==> src/pba_pkg.sv <==
`timescale 1ns / 1ps
// ----------------------------------------------------------------------------
// pba_pkg
// Shared types and constants of the paged bump allocator.
// ----------------------------------------------------------------------------
package pba_pkg;

  localparam int PAGE_BYTES_DEF = 4096;
  localparam int MAX_PAGES_DEF  = 16;

  localparam int REQ_W    = 16;
  localparam int STATUS_W = 2;
  localparam int PAGE_W   = 4;
  localparam int OFFSET_W = 13;
  localparam int POOL_W   = 17;
  localparam int SUM_W    = 17;

  localparam int IN_TDATA_W  = 16;
  localparam int OUT_TDATA_W = 40;

  localparam logic KIND_ALLOC   = 1'b0;
  localparam logic KIND_RELEASE = 1'b1;

  typedef enum logic [STATUS_W-1:0] {
    ST_OK       = 2'd0,
    ST_TOO_BIG  = 2'd1,
    ST_NO_PAGES = 2'd2
  } status_t;

  typedef enum logic [2:0] {
    S_IDLE,
    S_READ,
    S_CHECK,
    S_APPEND,
    S_EMIT
  } state_t;

  typedef struct packed {
    logic             fits;
    logic [SUM_W-1:0] sum;
  } fit_res_t;

endpackage

==> src/pba_ram.sv <==
`timescale 1ns / 1ps
// ----------------------------------------------------------------------------
// pba_ram
// Generic single-write, single-read RAM with registered read data.
// ----------------------------------------------------------------------------
module pba_ram #(
  parameter int WIDTH = 8,
  parameter int DEPTH = 16,
  localparam int ADDR_W = (DEPTH > 1) ? $clog2(DEPTH) : 1
) (
  input  logic              clk,
  input  logic              we,
  input  logic [ADDR_W-1:0] waddr,
  input  logic [WIDTH-1:0]  wdata,
  input  logic [ADDR_W-1:0] raddr,
  output logic [WIDTH-1:0]  rdata
);

  logic [WIDTH-1:0] mem_r [DEPTH];
  logic [WIDTH-1:0] rdata_r;

  always_ff @(posedge clk) begin
    if (we) begin
      mem_r[waddr] <= wdata;
    end
    rdata_r <= mem_r[raddr];
  end

  assign rdata = rdata_r;

endmodule

==> src/pba_fit_unit.sv <==
`timescale 1ns / 1ps
// ----------------------------------------------------------------------------
// pba_fit_unit
// Shared adder and compare: does a request fit on top of a page fill.
// ----------------------------------------------------------------------------
module pba_fit_unit
  import pba_pkg::*;
#(
  parameter int PAGE_BYTES = PAGE_BYTES_DEF,
  parameter int FILL_W     = 13
) (
  input  logic [FILL_W-1:0] fill,
  input  logic [REQ_W-1:0]  req,
  output fit_res_t          res
);

  localparam int TOT_W = SUM_W + 1;

  logic [TOT_W-1:0] total;

  assign total    = TOT_W'(fill) + TOT_W'(req);
  assign res.fits = (total <= TOT_W'(PAGE_BYTES));
  assign res.sum  = total[SUM_W-1:0];

endmodule

==> src/paged_bump_allocator_core.sv <==
`timescale 1ns / 1ps
// ----------------------------------------------------------------------------
// paged_bump_allocator_core
// Paged bump allocator with first-fit page choice over a page fill RAM.
// ----------------------------------------------------------------------------
// One beat in, one beat out. A release or an oversized request goes from accept
// straight to the emit state, which loads the output register. An allocation reads
// the fills of the pages in use one after another through the fill RAM and the
// shared fit unit, each page in a read state (registered RAM read) and then a
// check state (compare), plus an append state when none fits and the emit state
// to load the result. in_tready is high only while the sequencer is idle; the
// output register holds a result until it is taken. Release resets the page
// count only; pages beyond the count are rewritten before they are read again.
// ----------------------------------------------------------------------------
module paged_bump_allocator_core
  import pba_pkg::*;
#(
  parameter int PAGE_BYTES = PAGE_BYTES_DEF,
  parameter int MAX_PAGES  = MAX_PAGES_DEF
) (
  input  logic                   clk,
  input  logic                   rst_n,
  input  logic                   in_tvalid,
  output logic                   in_tready,
  input  logic [IN_TDATA_W-1:0]  in_tdata,   // [15:0] request_bytes
  input  logic                   in_tuser,   // [0] kind
  output logic                   out_tvalid,
  input  logic                   out_tready,
  output logic [OUT_TDATA_W-1:0] out_tdata   // [1:0] status, [5:2] page_number,
                                             // [18:6] byte_offset,
                                             // [35:19] pool_bytes, [39:36] zero
);

  localparam int FILL_W  = $clog2(PAGE_BYTES + 1);
  localparam int IDX_W   = (MAX_PAGES > 1) ? $clog2(MAX_PAGES) : 1;
  localparam int CNT_W   = $clog2(MAX_PAGES + 1);
  localparam int PROD_W  = CNT_W + POOL_W;
  localparam int PAD_W   = OUT_TDATA_W - STATUS_W - PAGE_W - OFFSET_W - POOL_W;

  state_t                 state_r, state_nxt;
  logic [REQ_W-1:0]       req_r, req_nxt;
  logic [CNT_W-1:0]       pages_r, pages_nxt;
  logic [CNT_W-1:0]       idx_r, idx_nxt;
  status_t                res_status_r, res_status_nxt;
  logic [CNT_W-1:0]       res_page_r, res_page_nxt;
  logic [FILL_W-1:0]      res_offset_r, res_offset_nxt;
  logic                   out_tvalid_r, out_tvalid_nxt;
  logic [OUT_TDATA_W-1:0] out_tdata_r, out_tdata_nxt;

  logic                   ram_we;
  logic [IDX_W-1:0]       ram_waddr;
  logic [FILL_W-1:0]      ram_wdata;
  logic [FILL_W-1:0]      ram_rdata;
  fit_res_t               fit;
  logic [PROD_W-1:0]      pool_full;
  logic                   slot_free;
  logic [CNT_W-1:0]       idx_inc;

  pba_ram #(
    .WIDTH (FILL_W),
    .DEPTH (MAX_PAGES)
  ) u_fill_ram (
    .clk   (clk),
    .we    (ram_we),
    .waddr (ram_waddr),
    .wdata (ram_wdata),
    .raddr (idx_r[IDX_W-1:0]),
    .rdata (ram_rdata)
  );

  pba_fit_unit #(
    .PAGE_BYTES (PAGE_BYTES),
    .FILL_W     (FILL_W)
  ) u_fit (
    .fill (ram_rdata),
    .req  (req_r),
    .res  (fit)
  );

  assign in_tready  = (state_r == S_IDLE);
  assign out_tvalid = out_tvalid_r;
  assign out_tdata  = out_tdata_r;
  assign slot_free  = !out_tvalid_r || out_tready;
  assign pool_full  = PROD_W'(pages_r) * PROD_W'(PAGE_BYTES);
  assign idx_inc    = idx_r + CNT_W'(1);

  always_ff @(posedge clk) begin
    if (!rst_n) begin
      state_r      <= S_IDLE;
      pages_r      <= '0;
      out_tvalid_r <= 1'b0;
    end else begin
      state_r      <= state_nxt;
      pages_r      <= pages_nxt;
      out_tvalid_r <= out_tvalid_nxt;
    end
  end

  always_ff @(posedge clk) begin
    req_r        <= req_nxt;
    idx_r        <= idx_nxt;
    res_status_r <= res_status_nxt;
    res_page_r   <= res_page_nxt;
    res_offset_r <= res_offset_nxt;
    out_tdata_r  <= out_tdata_nxt;
  end

  always_comb begin
    state_nxt      = state_r;
    req_nxt        = req_r;
    pages_nxt      = pages_r;
    idx_nxt        = idx_r;
    res_status_nxt = res_status_r;
    res_page_nxt   = res_page_r;
    res_offset_nxt = res_offset_r;
    out_tvalid_nxt = out_tvalid_r;
    out_tdata_nxt  = out_tdata_r;
    ram_we         = 1'b0;
    ram_waddr      = idx_r[IDX_W-1:0];
    ram_wdata      = fit.sum[FILL_W-1:0];

    if (out_tvalid_r && out_tready) begin
      out_tvalid_nxt = 1'b0;
    end

    case (state_r)
      S_IDLE: begin
        if (in_tvalid) begin
          req_nxt        = in_tdata[REQ_W-1:0];
          idx_nxt        = '0;
          res_status_nxt = ST_OK;
          res_page_nxt   = '0;
          res_offset_nxt = '0;
          if (in_tuser == KIND_RELEASE) begin
            pages_nxt = '0;
            state_nxt = S_EMIT;
          end else if ({1'b0, in_tdata[REQ_W-1:0]} > (REQ_W + 1)'(PAGE_BYTES)) begin
            res_status_nxt = ST_TOO_BIG;
            state_nxt      = S_EMIT;
          end else if (pages_r == '0) begin
            state_nxt = S_APPEND;
          end else begin
            state_nxt = S_READ;
          end
        end
      end
      S_READ: begin
        state_nxt = S_CHECK;
      end
      S_CHECK: begin
        if (fit.fits) begin
          ram_we         = 1'b1;
          res_page_nxt   = idx_r;
          res_offset_nxt = ram_rdata;
          state_nxt      = S_EMIT;
        end else begin
          idx_nxt   = idx_inc;
          state_nxt = (idx_inc == pages_r) ? S_APPEND : S_READ;
        end
      end
      S_APPEND: begin
        if (pages_r >= CNT_W'(MAX_PAGES)) begin
          res_status_nxt = ST_NO_PAGES;
        end else begin
          ram_we         = 1'b1;
          ram_waddr      = pages_r[IDX_W-1:0];
          ram_wdata      = FILL_W'({1'b0, req_r});
          res_page_nxt   = pages_r;
          res_offset_nxt = '0;
          pages_nxt      = pages_r + CNT_W'(1);
        end
        state_nxt = S_EMIT;
      end
      S_EMIT: begin
        if (slot_free) begin
          out_tvalid_nxt = 1'b1;
          out_tdata_nxt  = {PAD_W'(0),
                            pool_full[POOL_W-1:0],
                            OFFSET_W'(res_offset_r),
                            PAGE_W'(res_page_r),
                            res_status_r};
          state_nxt      = S_IDLE;
        end
      end
      default: begin
        state_nxt = S_IDLE;
      end
    endcase
  end

endmodule
==> config.mk <==
export PLATFORM = sky130hd
export DESIGN_NAME = paged_bump_allocator_core
export DESIGN_NICKNAME = d
export VERILOG_FILES = /design/src/pba_pkg.sv /design/src/pba_ram.sv /design/src/pba_fit_unit.sv /design/src/paged_bump_allocator_core.sv
export SDC_FILE = /design/constraint.sdc
export NUM_CORES = 1
export LEC_CHECK = 0
export BUFFER_PORTS_ARGS = -buffer_cell sky130_fd_sc_hd__clkbuf_2
export CAP_MARGIN = 20
export CORE_UTILIZATION = 50
export DETAILED_ROUTE_END_ITERATION = 10
export PLACE_DENSITY = 0.67
export SLEW_MARGIN = 20
export SYNTH_ARGS = -nofsm -noshare
export SYNTH_HDL_FRONTEND = slang
export SYNTH_SLANG_ARGS = --single-unit
==> constraint.sdc <==
create_clock -name clk -period 4.1 [get_ports clk]
set_input_delay 0.41 -clock clk [delete_from_list [all_inputs] [get_ports clk]]
set_output_delay 0.41 -clock clk [all_outputs]
set_load 0.05 [all_outputs]
After elaboration in Yosys (flattened, before gate mapping)
Memories as Yosys holds them, arrays and structs flattened. A register that Yosys moved wholly into a read port is not among the register bits.
Index checks and enable logic that the tools add are counted.

operators by class
  $add $sub $neg = 3
  order comparisons = 3
  equality and inequality tests = 12
  muxes and demuxes = 39
  reduce and logical (&&, ||, !) cells = 15

operator list
  cell                                                                                 count
  13-bit 2-to-1 mux                                                                    5
  13-bit one-hot mux with 3 select lines                                               1
  5-bit 2-to-1 mux                                                                     5
  5-bit one-hot mux with 2 select lines                                                2
  18-bit by 13-bit less-or-equal comparator with 1-bit output (second input constant)  1
  13-bit by 16-bit adder with 17-bit output                                            1
  16-bit by 13-bit greater-than comparator with 1-bit output (second input constant)   1
  4-bit 2-to-1 mux                                                                     4
  3-bit 2-to-1 mux                                                                     5
  3-bit one-hot mux with 5 select lines                                                1
  2-bit inequality test (second input constant)                                        6
  4-bit one-hot mux with 3 select lines                                                1
  5-bit by 1-bit adder with 5-bit output (second input constant)                       2
  1-bit 2-to-1 mux                                                                     9
  2-bit 2-to-1 mux                                                                     4
  4-bit AND reduction                                                                  2
  3-bit by 2-bit equality test with 1-bit output (second input constant)               2
  2-bit AND reduction                                                                  3
  3-bit AND reduction                                                                  2
  5-bit equality test                                                                  1
  5-bit >= comparator (second input constant)                                          1
  5-bit zero test                                                                      1
  2-bit one-hot mux with 2 select lines                                                1
  2-bit nonzero test                                                                   2
  other kinds (9)                                                                      9

storage, ports and cells
  register bits after elaboration = 73
  memory bits (writable) = 208
  input bits = 21
  output and inout bits = 42
  memories kept = 1

memories
  name              words  bits a word  rd ports  clocked after Yosys merged registers in  wr ports  line           source
  u_fill_ram.mem_r  16     13           1         1                                        1         pba_ram.sv:19  logic [WIDTH-1:0] mem_r [DEPTH];

Depth between registers and ports, before layout
  word-level depth = 6
  depth in mapped cells = 11
  depth with buffers taken out = 11

Modules after synthesis
Synthesis repeated with hierarchy kept, for this count alone.

unflattened totals
  cell total of the unflattened synthesis = 671
  area, all modules = 12142.9 µm²

modules (own cells, without submodules)
  module                     times used  cells each  area an instance (µm²)  seq. area each (µm²)
  pba_ram                    1           355         8242.9                  6506.2
  paged_bump_allocator_core  1           222         3190.6                  2102.0
  pba_fit_unit               1           94          709.4                   0.0

Least setup slack after synthesis
No wires, ideal clock.

  kind = flip-flop to flip-flop
  from = reg req_r[0]
  to = mem u_fill_ram.mem_r[0][0] (netlist bit), enable pin
  setup time = 0.387 ns
  data arrival time = 3.040 ns
  data required time = 3.713 ns
  path slack = 0.672 ns
  stages on the path, launching flop included = 12
  cell sequence = edfxtp_1 ha_1 inv_1 fa_1 nor2b_1 o31a_1 o2111ai_1 a31o_2 nand4b_1 a211oi_4 nand4b_1 a21oi_1

on the way
  cells in the longest elaborated chain, start to end = 6

RTL lines
  what                                                         line                              source
  start: declaration                                           paged_bump_allocator_core.sv:41   logic [REQ_W-1:0] req_r, req_nxt;
  start signal: assignment                                     paged_bump_allocator_core.sv:100  req_r <= req_nxt;
  13-bit by 16-bit adder with 17-bit output                    pba_fit_unit.sv:21                assign total = TOT_W'(fill) + TOT_W'(req);
  18-bit by 13-bit less-or-equal comparator with 1-bit output  pba_fit_unit.sv:22                assign res.fits = (total <= TOT_W'(PAGE_BYTES));
  1-bit 2-to-1 mux                                             paged_bump_allocator_core.sv:151  if (fit.fits) begin
  1-bit one-hot mux with 2 select lines                        paged_bump_allocator_core.sv:126  case (state_r)
  1-bit 2-to-1 mux                                             pba_ram.sv:23                     if (we) begin
  1-bit 2-to-1 mux (implied by the code)                       pba_ram.sv:24                     mem_r[waddr] <= wdata;
  end: declaration                                             pba_ram.sv:19

No other way between the ends.

Worst setup path after layout
  from = reg req_r[0]
  to = mem u_fill_ram.mem_r[14][3] (netlist bit), enable pin

Same word-level chain as after synthesis.

==> summary.txt <==
Status
  • Result of the run: finished, final reports clean

Critical path
  • Startpoint Class: flop
  • Crit path capture type: flop
  • Signal arrival time at the worst endpoint: 3.91 ns
  • Data required time of the critical path: 4.34 ns
  • Worst Path Class, Setup: flop to flop
  • Max Fanout on Critical Path: 13

Placed design
  • Buffers added on ports: 46
  • Half-perimeter wire length of the detailed placement result: 15900 um
  • Number of placed instances with taps included: 1019
  • Placer's final routability congestion estimate: 0.900

Die
  • Die ar.: 24500 sq um
  • Initial core utilization: 50.9%
  • # IOs: 63
  • Cell row count: 56
  • Core Box Area: 23400 sq um
  • Die Wd: 156 um
  • Die Y-Extent: 156 um

Synthesis
  • Post-synthesis sequential element count: 294
  • Synthesized instance count: 654
  • Share of synthesized area occupied by flip-flops and latches: 72.2%
  • Number of enable-type register cells in the synthesized netlist: 272
  • Post-synthesis cell type count: 56
  • Yosys warnings: 0
  • Post-synth design cell area: 11900 sq um
  • Average footprint of a synthesized cell: 18.2 sq um
  • Share of flip-flops with an asynchronous set or reset after synthesis: 0%
  • Flip-flop cell with the highest count after synthesis: sky130_fd_sc_hd__edfxtp_1

STA
  • Minimum clock period: 3.67 ns
  • Max transition margin: 25.4%
  • Highest clock rate: 272 MHz
  • Total Neg Setup Slack: 0 ns
  • Final Cycle Share: 89.6%
  • Setup repair after global routing missed its margin: false
  • Worst setup skew after layout: 0.00966 ns
  • Number of hold violations in the final report: 0
  • Final max-slew violation count: 0
  • Actual transition at the worst max-transition pin: 1.11 ns
  • Setup-violating endpoint count in the final report: 0

Route
  • Final routed wire length divided by cell count: 21.9 um
  • Average vias per placed instance: 5.71
  • Final ANT Viol Nets: 0
  • Violation count after the first detailed-routing iteration: 532
  • Number of design rule violations left after detail routing: 0
  • Aggregate routed wire length: 23500 um
  • Total number of vias: 6132
  • Count of TritonRoute iterations in the first routing pass: 6

Global routing
  • Remaining global-route overflow: 0
  • Largest net degree at the start of global routing: 55
  • Initial antenna violation count: 0
  • Global router's overall resource usage: 19.7%
  • Via count of the first global-routing pass: 6154
  • Wire length of the first global-routing pass: 35900 um

Final layout
  • Final layout net count: 770
  • Antenna diode count: 0
  • Area growth from synthesis to layout: 13.8%
  • Layout cell share with drive strength beyond 1: 26.1%
  • Layout Cells excl Fill: 1074

Run
  • Count of maximum capacitance violations: 0

Clock network
  • Number of H-tree levels: 1
  • Clock-pin slew reported for the worst setup and hold paths after clock tree synthesis: 0.06 ns
  • Number of buffers created by CTS: 30
  • Count of clock tree sinks: 294
  • Number of buffers inserted by post-CTS setup repair: 0
  • Clock latency of the later-clocked register in the worst-skew pair: 0.55 ns
  • Bufs on Longest Clock Path: 3
  • Clock Root Buffer: sky130_fd_sc_hd__clkbuf_16
  • Clock tree from TritonCTS: yes
  • Hold-fix buffers at CTS: 0
  • Number of resized instances in the post-cts repair step: 0

Pwr
  • Pwr Density: 510 nW/um^2
  • Peak supply drop: 0.327 mV
  • Leakage power: 4.61 nW

Worst hold path
  • HP Class: primary input to flop
[metal layers]
| layer | track usage (%) | vias up | wire [um] | share of wire, % |
|---|---|---|---|---|
| li1 | - | 2755 | - | - |
| met1 | 28.5 | 3149 | 10600 | 45 |
| met2 | 31.7 | 188 | 11200 | 48 |
| met3 | 2.74 | 40 | 1180 | 5.0 |
| met4 | 5.04 | 0 | 518 | 2.2 |
| met5 | 0 | - | 0 | 0 |
[cells in the mapped netlist, drive strengths merged (5+ instances only)]
cell type | count | share of area (%)
edfxtp | 272 | 69
xnor2 | 7 | 0.51
o21ai | 20 | 0.84
nand3 | 7 | 0.29
nor3 | 7 | 0.29
xor2 | 11 | 0.81
dfxtp | 22 | 3.7
clkbuf | 19 | 0.60
nor2 | 23 | 0.72
nand2 | 32 | 1.0
ha | 16 | 1.7
and3 | 16 | 0.85
nand4b | 5 | 0.42
inv | 9 | 0.28
buf | 27 | 1.5
mux4 | 65 | 12
a21oi | 32 | 1.3
a21o | 6 | 0.39
[worst max-delay path, stage by stage (launching register included)]
cell	delay, ns
sky130_fd_sc_hd__edfxtp_1	0.41
sky130_fd_sc_hd__ha_1	0.25
sky130_fd_sc_hd__inv_1	0.07
sky130_fd_sc_hd__fa_1	0.21
sky130_fd_sc_hd__nor2b_1	0.07
sky130_fd_sc_hd__o31a_1	0.30
sky130_fd_sc_hd__o2111ai_1	0.32
sky130_fd_sc_hd__a31o_2	0.23
sky130_fd_sc_hd__nand4b_1	0.15
sky130_fd_sc_hd__a211oi_4	0.41
sky130_fd_sc_hd__nand4_1	0.30
sky130_fd_sc_hd__a21oi_1	0.33
sky130_fd_sc_hd__buf_4	0.28
[state kept, by name, summed over array words and instances, names as in the netlist]
name              flops
pages_r               5
res_offset_r         13
res_page_r            4
req_r                16
out_tdata            24
u_fill_ram.mem_r    208
res_status_r          2
idx_r                 5
u_fill_ram.rdata     13
out_tvalid            1
state_r               3
[report_power, final]
group	total [W]	internal (W)	leakage, nW	switching (W)
Clock	0.00258	0.00152	0.454	0.00106
Sequential	0.00357	0.00353	2.67	0.0000405
Combinational	0.000770	0.000246	1.48	0.000523
Total	0.00692	0.00530	4.61	0.00162
[cells by family after synthesis]
| family | Yosys count | synth area share [%] |
|---|---|---|
| flops | 294 | 72.2 |
| simple gates | 115 | 5.04 |
| compound gates | 89 | 4.88 |
| mux | 65 | 12.3 |
| buf+inv | 55 | 2.37 |
| xor+xnor | 18 | 1.32 |
| fa+ha+maj | 17 | 1.85 |
| other cells | 1 | 0.0315 |
[through the flow]
step / power, W / worst slack [ns] / cell area (sq um) / utilization [%] / hold slack (ns)
finish: 0.00692 / 0.428 / 13600 / 58.0 / 0.0614
global route: 0.00716 / 0.0912 / 13600 / 58.0 / 0.0504
CTS: 0.00698 / 0.455 / 13600 / 57.9 / 0.0372
detailed placement: 0.00440 / 0.485 / 12600 / 53.9 / 0.405
global placement: 0.00437 / 0.526 / 12600 / 53.9 / 0.401
floorplan: 0.00414 / 0.672 / 12000 / - / 0.400
[cell type report]
type                            count  area (sq um)
Sequential cell                   294          8610
Multi-Input combinational cell    320          3100
Clock inverter                      9           109
Inverter                            9          33.8
Clock buffer                       46           831
Timing Repair Buffer               77           488
Tap cell                          319           399
Fill cell                        1756          9840
[layout by cell type (no fill, tap or decap), types with 3 or more instances in the layout]
cell	instances
sky130_fd_sc_hd__buf_4	29
sky130_fd_sc_hd__conb_1	16
sky130_fd_sc_hd__nor3b_1	3
sky130_fd_sc_hd__a21oi_1	31
sky130_fd_sc_hd__a31oi_1	3
sky130_fd_sc_hd__a31o_2	3
sky130_fd_sc_hd__inv_1	9
sky130_fd_sc_hd__o211ai_1	3
sky130_fd_sc_hd__a22o_1	3
sky130_fd_sc_hd__dfxtp_1	22
sky130_fd_sc_hd__mux4_2	65
sky130_fd_sc_hd__nand4b_1	4
sky130_fd_sc_hd__clkbuf_16	30
sky130_fd_sc_hd__xnor2_1	7
sky130_fd_sc_hd__xor2_1	11
sky130_fd_sc_hd__a21boi_0	3
sky130_fd_sc_hd__o21ai_0	19
sky130_fd_sc_hd__a21o_1	5
sky130_fd_sc_hd__ha_1	16
sky130_fd_sc_hd__clkinv_1	3
sky130_fd_sc_hd__nor2_1	23
sky130_fd_sc_hd__nand3_1	7
sky130_fd_sc_hd__nor4_1	4
sky130_fd_sc_hd__nand2_1	32
sky130_fd_sc_hd__nor2b_1	3
sky130_fd_sc_hd__clkbuf_2	46
sky130_fd_sc_hd__edfxtp_1	272
sky130_fd_sc_hd__nor3_1	6
sky130_fd_sc_hd__and3_1	14
sky130_fd_sc_hd__clkbuf_1	14
sky130_fd_sc_hd__nand2b_1	3
[final timing paths]
path                                    start                      end  slack [ns]  cells after the start
worst max-delay path                 req_r[0]  u_fill_ram.mem_r[14][3]        0.43                     12
worst min-delay path             in_tdata[14]                req_r[14]        0.06                      1
worst max register to register       req_r[0]  u_fill_ram.mem_r[14][3]        0.43                     12
worst min register to register  res_page_r[1]             out_tdata[3]        0.42                      0
Power figures use the tool's default switching activity.
